[src/design/shortlex_index_to_word_macros.svh]
// Assertion macros for the shortlex index-to-word block.
`ifndef SHORTLEX_INDEX_TO_WORD_MACROS_SVH
`define SHORTLEX_INDEX_TO_WORD_MACROS_SVH

`ifndef ASSERT_OFF
`define SLW_ASSERT_CLK(lbl, prop, msg) \
  lbl: assert property (@(posedge clk) disable iff (!rst_n) prop) else $error(msg);
`define SLW_ASSERT_ALWAYS(lbl, prop, msg) \
  lbl: assert property (@(posedge clk) prop) else $error(msg);
`else
`define SLW_ASSERT_CLK(lbl, prop, msg)
`define SLW_ASSERT_ALWAYS(lbl, prop, msg)
`endif

`endif

[src/design/slw_pkg.sv]
// Constants, types and helper functions for the shortlex index-to-word block.
package slw_pkg;

  localparam int INDEX_BITS   = 48;
  localparam int MAX_ALPHABET = 16;
  localparam int SYM_W        = 8;
  localparam int K_W          = $clog2(MAX_ALPHABET + 1);
  localparam int DIG_W        = $clog2(MAX_ALPHABET);
  localparam int PW_W         = INDEX_BITS + DIG_W;
  localparam int LEN_W        = $clog2(INDEX_BITS + 1);
  localparam int POS_W        = $clog2(INDEX_BITS);
  localparam int SLICE        = 8;
  localparam int DIV_CYCLES   = (INDEX_BITS + SLICE - 1) / SLICE;
  localparam int DIV_W        = DIV_CYCLES * SLICE;
  localparam int STEP_W       = $clog2(DIV_CYCLES + 1);

  localparam int CFG_AW = 5;
  localparam int CFG_DW = 64;

  localparam logic [1:0] REG_ALPHABET_SIZE = 2'd0;
  localparam logic [1:0] REG_ALPHABET_LOW  = 2'd1;
  localparam logic [1:0] REG_ALPHABET_HIGH = 2'd2;

  localparam logic [K_W-1:0]    SIZE_RST = K_W'(2);
  localparam logic [CFG_DW-1:0] LOW_RST  = 64'h0000_0000_0000_3130;
  localparam logic [CFG_DW-1:0] HIGH_RST = 64'h0;

  typedef struct packed {
    logic [DIG_W-1:0] rem;
    logic [SLICE-1:0] quo;
  } div_slice_t;

  // SLICE restoring steps of a division by a small k; remainder stays below k.
  function automatic div_slice_t div_slice(input logic [DIG_W-1:0] r_in,
                                           input logic [SLICE-1:0] bits,
                                           input logic [K_W-1:0]   k);
    logic [DIG_W:0]   t;
    logic [DIG_W-1:0] r;
    div_slice_t       res;
    r   = r_in;
    res = '0;
    for (int j = SLICE - 1; j >= 0; j--) begin
      t = {r, bits[j]};
      if (t >= (DIG_W + 1)'(k)) begin
        r          = DIG_W'(t - (DIG_W + 1)'(k));
        res.quo[j] = 1'b1;
      end else begin
        r          = t[DIG_W-1:0];
        res.quo[j] = 1'b0;
      end
    end
    res.rem = r;
    return res;
  endfunction

  function automatic logic [SYM_W-1:0] symbol_of(input logic [DIG_W-1:0]  d,
                                                 input logic [CFG_DW-1:0] lo,
                                                 input logic [CFG_DW-1:0] hi);
    logic [2*CFG_DW-1:0] tbl;
    logic [6:0]          base;
    tbl  = {hi, lo};
    base = 7'(d) << 3;
    return tbl[base +: SYM_W];
  endfunction

endpackage

[src/design/shortlex_index_to_word.sv]
// Top level: shortlex index to word over a configurable alphabet.
// Usage:
//   in_tdata carries a 48-bit index n. The block answers with the n-th word in
//   shortlex order, one symbol byte per out word, leftmost symbol first; the
//   final word of an index has out_tlast set. Index 0 yields a single word
//   with out_tuser set (empty word), symbol zero and out_tlast set.
//   The APB port holds alphabet_size (0x00), alphabet_low (0x08) and
//   alphabet_high (0x10); write it only while the block is idle.
// Steps for one index:
//   accept, then length search (one add, compare and multiply by k per cycle),
//   then one division per digit in the shared divider (8 quotient bits per
//   cycle over the 48-bit dividend), then per symbol out a digit stack read,
//   a symbol lookup and the present. The input is not ready until the last
//   symbol of the previous index has been taken.
// Reset clears the sequencer and output valid and loads the alphabet
// registers with k = 2 and symbols '0', '1'. When the receiver stalls the
// current out word holds and the sequencer waits.
`include "shortlex_index_to_word_macros.svh"

module shortlex_index_to_word (
  input  logic                              clk,
  input  logic                              rst_n,
  input  logic                              in_tvalid,
  output logic                              in_tready,
  input  logic [slw_pkg::INDEX_BITS-1:0]    in_tdata,    // [47:0] index
  output logic                              out_tvalid,
  input  logic                              out_tready,
  output logic [slw_pkg::SYM_W-1:0]         out_tdata,   // [7:0] symbol
  output logic                              out_tuser,   // [0] empty_word
  output logic                              out_tlast,
  input  logic                              cfg_psel,
  input  logic                              cfg_penable,
  input  logic                              cfg_pwrite,
  input  logic [slw_pkg::CFG_AW-1:0]        cfg_paddr,
  input  logic [slw_pkg::CFG_DW-1:0]        cfg_pwdata,
  output logic [slw_pkg::CFG_DW-1:0]        cfg_prdata,
  output logic                              cfg_pready
);

  typedef enum logic [2:0] {
    ST_IDLE,
    ST_SEARCH,
    ST_DIV,
    ST_FETCH,
    ST_LOAD,
    ST_WAIT
  } state_t;

  state_t state_r, state_nxt;

  logic [slw_pkg::K_W-1:0]    size_r;
  logic [slw_pkg::CFG_DW-1:0] alpha_lo_r, alpha_hi_r;
  logic [slw_pkg::K_W-1:0]    k_eff;

  logic [slw_pkg::INDEX_BITS-1:0] n_r, n_nxt;
  logic [slw_pkg::INDEX_BITS-1:0] off_r, off_nxt;
  logic [slw_pkg::PW_W-1:0]       pw_r, pw_nxt;
  logic [slw_pkg::LEN_W-1:0]      len_r, len_nxt;
  logic [slw_pkg::DIV_W-1:0]      dv_r, dv_nxt;
  logic [slw_pkg::DIG_W-1:0]      rem_r, rem_nxt;
  logic [slw_pkg::STEP_W-1:0]     step_r, step_nxt;
  logic [slw_pkg::POS_W-1:0]      ptr_r, ptr_nxt;

  logic                           out_valid_r, out_valid_nxt;
  logic [slw_pkg::SYM_W-1:0]      out_sym_r, out_sym_nxt;
  logic                           out_empty_r, out_empty_nxt;
  logic                           out_last_r, out_last_nxt;

  logic [slw_pkg::PW_W:0]           sum;
  logic                             fits;
  logic [slw_pkg::PW_W+slw_pkg::K_W-1:0] prod;
  slw_pkg::div_slice_t              slice;
  logic                             dig_we;
  logic [slw_pkg::DIG_W-1:0]        dig_mem [slw_pkg::INDEX_BITS];
  logic [slw_pkg::DIG_W-1:0]        dig_q_r;
  logic                             cfg_wr;

  // Configuration
  assign cfg_pready = 1'b1;
  assign cfg_wr     = cfg_psel && cfg_penable && cfg_pwrite && cfg_pready;

  always_ff @(posedge clk) begin
    if (!rst_n) begin
      size_r     <= slw_pkg::SIZE_RST;
      alpha_lo_r <= slw_pkg::LOW_RST;
      alpha_hi_r <= slw_pkg::HIGH_RST;
    end else if (cfg_wr) begin
      case (cfg_paddr[4:3])
        slw_pkg::REG_ALPHABET_SIZE: size_r     <= cfg_pwdata[slw_pkg::K_W-1:0];
        slw_pkg::REG_ALPHABET_LOW:  alpha_lo_r <= cfg_pwdata;
        slw_pkg::REG_ALPHABET_HIGH: alpha_hi_r <= cfg_pwdata;
        default: ;
      endcase
    end
  end

  always_comb begin
    case (cfg_paddr[4:3])
      slw_pkg::REG_ALPHABET_SIZE: cfg_prdata = slw_pkg::CFG_DW'(size_r);
      slw_pkg::REG_ALPHABET_LOW:  cfg_prdata = alpha_lo_r;
      slw_pkg::REG_ALPHABET_HIGH: cfg_prdata = alpha_hi_r;
      default:                    cfg_prdata = '0;
    endcase
  end

  always_comb begin
    if (size_r < slw_pkg::K_W'(2)) begin
      k_eff = slw_pkg::K_W'(2);
    end else if (size_r > slw_pkg::K_W'(slw_pkg::MAX_ALPHABET)) begin
      k_eff = slw_pkg::K_W'(slw_pkg::MAX_ALPHABET);
    end else begin
      k_eff = size_r;
    end
  end

  // Shared datapath: length-search adder/multiplier and divider slice
  assign sum   = (slw_pkg::PW_W + 1)'(off_r) + (slw_pkg::PW_W + 1)'(pw_r);
  assign fits  = (len_r < slw_pkg::LEN_W'(slw_pkg::INDEX_BITS)) &&
                 (sum <= (slw_pkg::PW_W + 1)'(n_r));
  assign prod  = pw_r * k_eff;
  assign slice = slw_pkg::div_slice(rem_r, dv_r[slw_pkg::DIV_W-1 -: slw_pkg::SLICE], k_eff);
  assign dig_we = (state_r == ST_DIV) &&
                  (step_r == slw_pkg::STEP_W'(slw_pkg::DIV_CYCLES - 1));

  // Digit stack: written low digit first, read back high digit first
  always_ff @(posedge clk) begin
    if (dig_we) begin
      dig_mem[ptr_r] <= slice.rem;
    end
    dig_q_r <= dig_mem[ptr_r];
  end

  assign in_tready  = (state_r == ST_IDLE);
  assign out_tvalid = out_valid_r;
  assign out_tdata  = out_sym_r;
  assign out_tuser  = out_empty_r;
  assign out_tlast  = out_last_r;

  always_comb begin
    state_nxt     = state_r;
    n_nxt         = n_r;
    off_nxt       = off_r;
    pw_nxt        = pw_r;
    len_nxt       = len_r;
    dv_nxt        = dv_r;
    rem_nxt       = rem_r;
    step_nxt      = step_r;
    ptr_nxt       = ptr_r;
    out_valid_nxt = out_valid_r;
    out_sym_nxt   = out_sym_r;
    out_empty_nxt = out_empty_r;
    out_last_nxt  = out_last_r;
    case (state_r)
      ST_IDLE: begin
        if (in_tvalid) begin
          n_nxt   = in_tdata;
          off_nxt = '0;
          pw_nxt  = slw_pkg::PW_W'(1);
          len_nxt = '0;
          if (in_tdata == '0) begin
            out_valid_nxt = 1'b1;
            out_sym_nxt   = '0;
            out_empty_nxt = 1'b1;
            out_last_nxt  = 1'b1;
            state_nxt     = ST_WAIT;
          end else begin
            state_nxt = ST_SEARCH;
          end
        end
      end
      ST_SEARCH: begin
        if (fits) begin
          off_nxt = off_r + pw_r[slw_pkg::INDEX_BITS-1:0];
          pw_nxt  = prod[slw_pkg::PW_W-1:0];
          len_nxt = len_r + slw_pkg::LEN_W'(1);
        end else begin
          dv_nxt    = slw_pkg::DIV_W'(n_r - off_r);
          rem_nxt   = '0;
          step_nxt  = '0;
          ptr_nxt   = '0;
          state_nxt = ST_DIV;
        end
      end
      ST_DIV: begin
        dv_nxt  = {dv_r[slw_pkg::DIV_W-slw_pkg::SLICE-1:0], slice.quo};
        rem_nxt = slice.rem;
        if (dig_we) begin
          rem_nxt  = '0;
          step_nxt = '0;
          if (slw_pkg::LEN_W'(ptr_r) + slw_pkg::LEN_W'(1) == len_r) begin
            state_nxt = ST_FETCH;
          end else begin
            ptr_nxt = ptr_r + slw_pkg::POS_W'(1);
          end
        end else begin
          step_nxt = step_r + slw_pkg::STEP_W'(1);
        end
      end
      ST_FETCH: begin
        state_nxt = ST_LOAD;
      end
      ST_LOAD: begin
        out_valid_nxt = 1'b1;
        out_sym_nxt   = slw_pkg::symbol_of(dig_q_r, alpha_lo_r, alpha_hi_r);
        out_empty_nxt = 1'b0;
        out_last_nxt  = (ptr_r == '0);
        state_nxt     = ST_WAIT;
      end
      ST_WAIT: begin
        if (out_tready) begin
          out_valid_nxt = 1'b0;
          if (out_last_r) begin
            state_nxt = ST_IDLE;
          end else begin
            ptr_nxt   = ptr_r - slw_pkg::POS_W'(1);
            state_nxt = ST_FETCH;
          end
        end
      end
      default: begin
        state_nxt = ST_IDLE;
      end
    endcase
  end

  always_ff @(posedge clk) begin
    if (!rst_n) begin
      state_r     <= ST_IDLE;
      out_valid_r <= 1'b0;
      out_empty_r <= 1'b0;
      out_last_r  <= 1'b0;
      len_r       <= '0;
      step_r      <= '0;
      ptr_r       <= '0;
    end else begin
      state_r     <= state_nxt;
      out_valid_r <= out_valid_nxt;
      out_empty_r <= out_empty_nxt;
      out_last_r  <= out_last_nxt;
      len_r       <= len_nxt;
      step_r      <= step_nxt;
      ptr_r       <= ptr_nxt;
    end
    n_r       <= n_nxt;
    off_r     <= off_nxt;
    pw_r      <= pw_nxt;
    dv_r      <= dv_nxt;
    rem_r     <= rem_nxt;
    out_sym_r <= out_sym_nxt;
  end

  `SLW_ASSERT_CLK(a_no_accept_while_out, !(in_tready && out_tvalid), "ready while word pending")
  `SLW_ASSERT_CLK(a_empty_is_last, out_tuser |-> out_tlast && out_tdata == '0, "bad empty word")
  `SLW_ASSERT_CLK(a_idle_after_last, out_tvalid && out_tready && out_tlast |=> in_tready, "not idle")
  `SLW_ASSERT_CLK(a_len_bound, len_r <= slw_pkg::LEN_W'(slw_pkg::INDEX_BITS), "length overflow")

endmodule

[config.mk]
export PLATFORM = sky130hd
export DESIGN_NAME = shortlex_index_to_word
export DESIGN_NICKNAME = d
export VERILOG_FILES = /design/src/design/slw_pkg.sv /design/src/design/shortlex_index_to_word.sv
export VERILOG_INCLUDE_DIRS = /design/src /design/src/design
export SDC_FILE = /design/constraint.sdc
export NUM_CORES = 2
export LEC_CHECK = 0
export BUFFER_PORTS_ARGS = -buffer_cell sky130_fd_sc_hd__buf_4
export CAP_MARGIN = 5
export CORE_MARGIN = 4
export CORE_UTILIZATION = 50
export CTS_CLUSTER_DIAMETER = 100
export CTS_CLUSTER_SIZE = 14
export DETAILED_ROUTE_END_ITERATION = 10
export PLACE_DENSITY = 0.67
export REMOVE_ABC_BUFFERS = 1
export SLEW_MARGIN = 20
export SYNTH_ARGS = -nofsm -noshare
export SYNTH_HDL_FRONTEND = slang
export SYNTH_SLANG_ARGS = --single-unit
[constraint.sdc]
create_clock -name clk -period 25.1 [get_ports clk]
set_input_delay 1.255 -clock clk [delete_from_list [all_inputs] [get_ports clk]]
set_output_delay 1.255 -clock clk [all_outputs]
set_load 0.02 [all_outputs]
==> impl_metrics.csv <==
group,metric,value,unit
drt,drcViolationCount,0,
worst_setup_path,worstSetupEndpointType,"flop",
clocking,cts_buffer_depth,3,
synthesis,synth_top_cell_by_area,"edfxtp_1",
clocking,tritoncts.num_buffers,47,
worst_setup_path,cp-startpoint,"size_r[4]$_SDFFE_PN0P_",
worst_setup_path,reg2reg_from,"size_r[4]$_SDFFE_PN0P_",
grt,track_usage,26.0,%
grt,overflow,0,
sta,hold-worst-slack,470,ps
hold_path,min_from,"alpha_hi_r[16]$_SDFFE_PN0P_",
synthesis,synth_edf_count,400,
sta,setup_tns,0,ps
worst_setup_path,cp-start-kind,"flop",
grt,grt_pass1_vias,29000,
synthesis,synth_area_leaders,"edfxtp_1 (32%), dfxtp_1 (8.4%), fa_1 (8.1%)",
worst_setup_path,cpMostUsedCell,"a21o_1",
drt,first_pass_iters,6,
clocking,cts-htree-levels,2,
sta,setup_viol,0,
clocking,cts_tree,"yes",
finish,area_delta_synth_final,9.79,%
synthesis,synth_seq_area_share,40.2,%
clocking,path_clk_slew,70,ps
finish,final_nets,4436,
sta,finalHoldViolations,0,
run_status,status,"finished clean",
die,die_area,0.0799,mm²
hold_path,min_path_type,"flop to flop",
flow_run,cap_violations,0,
drt,drtIter0Drc,2128,
drt,viasPerCell,5.95,
clocking,postCtsHoldBufs,0,
drt,wl,104000,µm
synthesis,netlist_area,0.0377,mm²
worst_setup_path,path_max_fanout,60,
clocking,cts.root.buffer_cell,"clkbuf_16",
sta,finClkSkew,28.3,ps
clocking,cts_sinks,558,
sta,max_freq,0.0613,GHz
clocking,cts_resized,0,
grt,grt_max_degree,100,
worst_setup_path,rrSetupSlack,8780,ps
sta,finalCriticalPeriod,16320,ps
worst_setup_path,required,25360,ps
drt,drtAntennaViolNets,0,
sta,period_share,65.0,%
clocking,clock_latency,620,ps
synthesis,yosysMostFrequentCell,"nand2_1",
synthesis,async_reset_ff_share,0,%
worst_setup_path,crit_path_top_delay_cell,"mux2_2",
sta,max_slew_margin,27.7,%
synthesis,netlist_instances,3839,
synthesis,synth.distinct_cells,86,
die,row_count,100,
sta,drv_slew,0,
synthesis,synth-seq-cells,558,
sta,rsz0062_at_grt,"false",
synthesis,avgSynthCellArea,9.83,µm²
finish,drive_gt1_share,10.3,%
sta,tightest_slew,1080,ps
drt,routedWlPerCell,21.1,µm
worst_setup_path,arrival,16580,ps
die,io_pins,201,
die,fp.dieW,283,µm
worst_setup_path,crit_type,"flop to flop",
worst_setup_path,cpPeakStageDelay,910,ps
synthesis,yosys_warnings,0,
die,core_area,0.0746,mm²
placement,place_congestion,0.931,
clocking,postCtsSetupBuffers,0,
synthesis,synthFlopType,"edfxtp_1",
drt,vias,29300,
die,start_util,50.6,%
placement,dpl.hpwl,74500,µm
grt,grt_pass1_wl,163000,µm
synthesis,yosysTopAreaCellShare,31.8,%
placement,port_buffers,196,
synthesis,synth_common_cells,"nand2_1 (575), edfxtp_1 (400), a21oi_1 (316), inv_1 (253), ha_1 (243)",
grt,grt_antenna_before_repair,5,
die,die-height,283,µm
-- state kept, by name (all words and copies together) (netlist names), 4 cells and up --
register,flops
off_r,48
dig_mem,192
n_r,48
out_tdata,8
dig_q_r,4
dv_r,48
rem_r,4
size_r,5
ptr_r,6
alpha_lo_r,64
len_r,6
alpha_hi_r,64
pw_r,52
-- metal layers --
metal / routed length (µm) / track usage [%] / vias up
met3: 5960 / 3.25 / 195
met2: 50800 / 45.0 / 897
li1: - / - / 13800
met5: 52 / 0 / -
met1: 43000 / 33.7 / 14300
met4: 4060 / 9.65 / 6
-- cells in the final DEF, fill, tap and decap left out, types with 25 or more instances in the layout --
cell | Yosys | routed
mux4_2 | 40 | 40
o21a_1 | 25 | 25
buf_4 | 2 | 233
xnor2_1 | 84 | 84
a22o_1 | 66 | 66
o21bai_1 | 25 | 25
a21o_1 | 114 | 114
o21ai_0 | 122 | 122
edfxtp_1 | 400 | 400
nand4_1 | 57 | 57
dfxtp_1 | 158 | 156
and2_1 | 162 | 162
nand2_1 | 575 | 575
a31oi_1 | 26 | 26
a22oi_1 | 91 | 91
fa_1 | 153 | 153
clkbuf_16 | 0 | 49
nor2b_1 | 32 | 28
a21oi_1 | 316 | 315
nor2_1 | 206 | 204
inv_1 | 253 | 252
and3_1 | 29 | 28
ha_1 | 243 | 243
nor3_1 | 38 | 32
nand3_1 | 44 | 44
xor2_1 | 77 | 77
-- area by class of cell --
type,count,area [µm²]
inverters,254,958
multi-input cells,2822,20900
repair buffers,233,1750
diodes,3,7.51
well taps,969,1210
fillers,6662,33100
clock buffers,72,1320
flip-flops and latches,558,15200
clock inverters,5,76.3
-- final timing paths --
path	end	depth (start not counted)
worst min-delay path	alpha_hi_r[16]$_SDFFE_PN0P_	2
worst min register to register	alpha_hi_r[16]$_SDFFE_PN0P_	2
worst max-delay path	dig_mem[8][2]$_DFFE_PP_	64
worst max register to register	dig_mem[8][2]$_DFFE_PP_	64
-- cell families (layout without fill, tap and decap cells) --
family | after synthesis | in the layout | synth area share, %
other | 1 | 4 | 0.00994
xor gates and xnor gates | 161 | 161 | 3.74
AOI/OAI and AO/OA | 939 | 939 | 16.3
adders and majority gates | 396 | 396 | 16.2
buffers and inverters | 459 | 564 | 4.61
DFF | 558 | 558 | 40.2
muxes | 83 | 83 | 3.59
and+or+nand+nor | 1242 | 1242 | 15.3
-- critical path: cells and delay by family, from the launching register on --
family | cells | cell delay, ps
compound gates | 40 | 8650
fa+ha+maj | 8 | 2500
buf+inv | 4 | 1020
flops | 1 | 480
mux | 6 | 2510
simple gates | 6 | 640
-- per-stage QoR --
stage          util, %  area (µm²)  setup WS [ps]  instances
5_1_grt           55.6       41400           7440       4915
3_3_place_gp      53.7       40000           9100       4836
6_report          55.6       41400           8780       4916
2_1_floorplan        -       37000           8060       3634
3_5_place_dp      53.7       40000           8800       4836
4_1_cts           55.6       41400           8760       4913
Power is not shown: default switching activity piles up to over one toggle a cycle in this logic, so the estimate is an artifact.
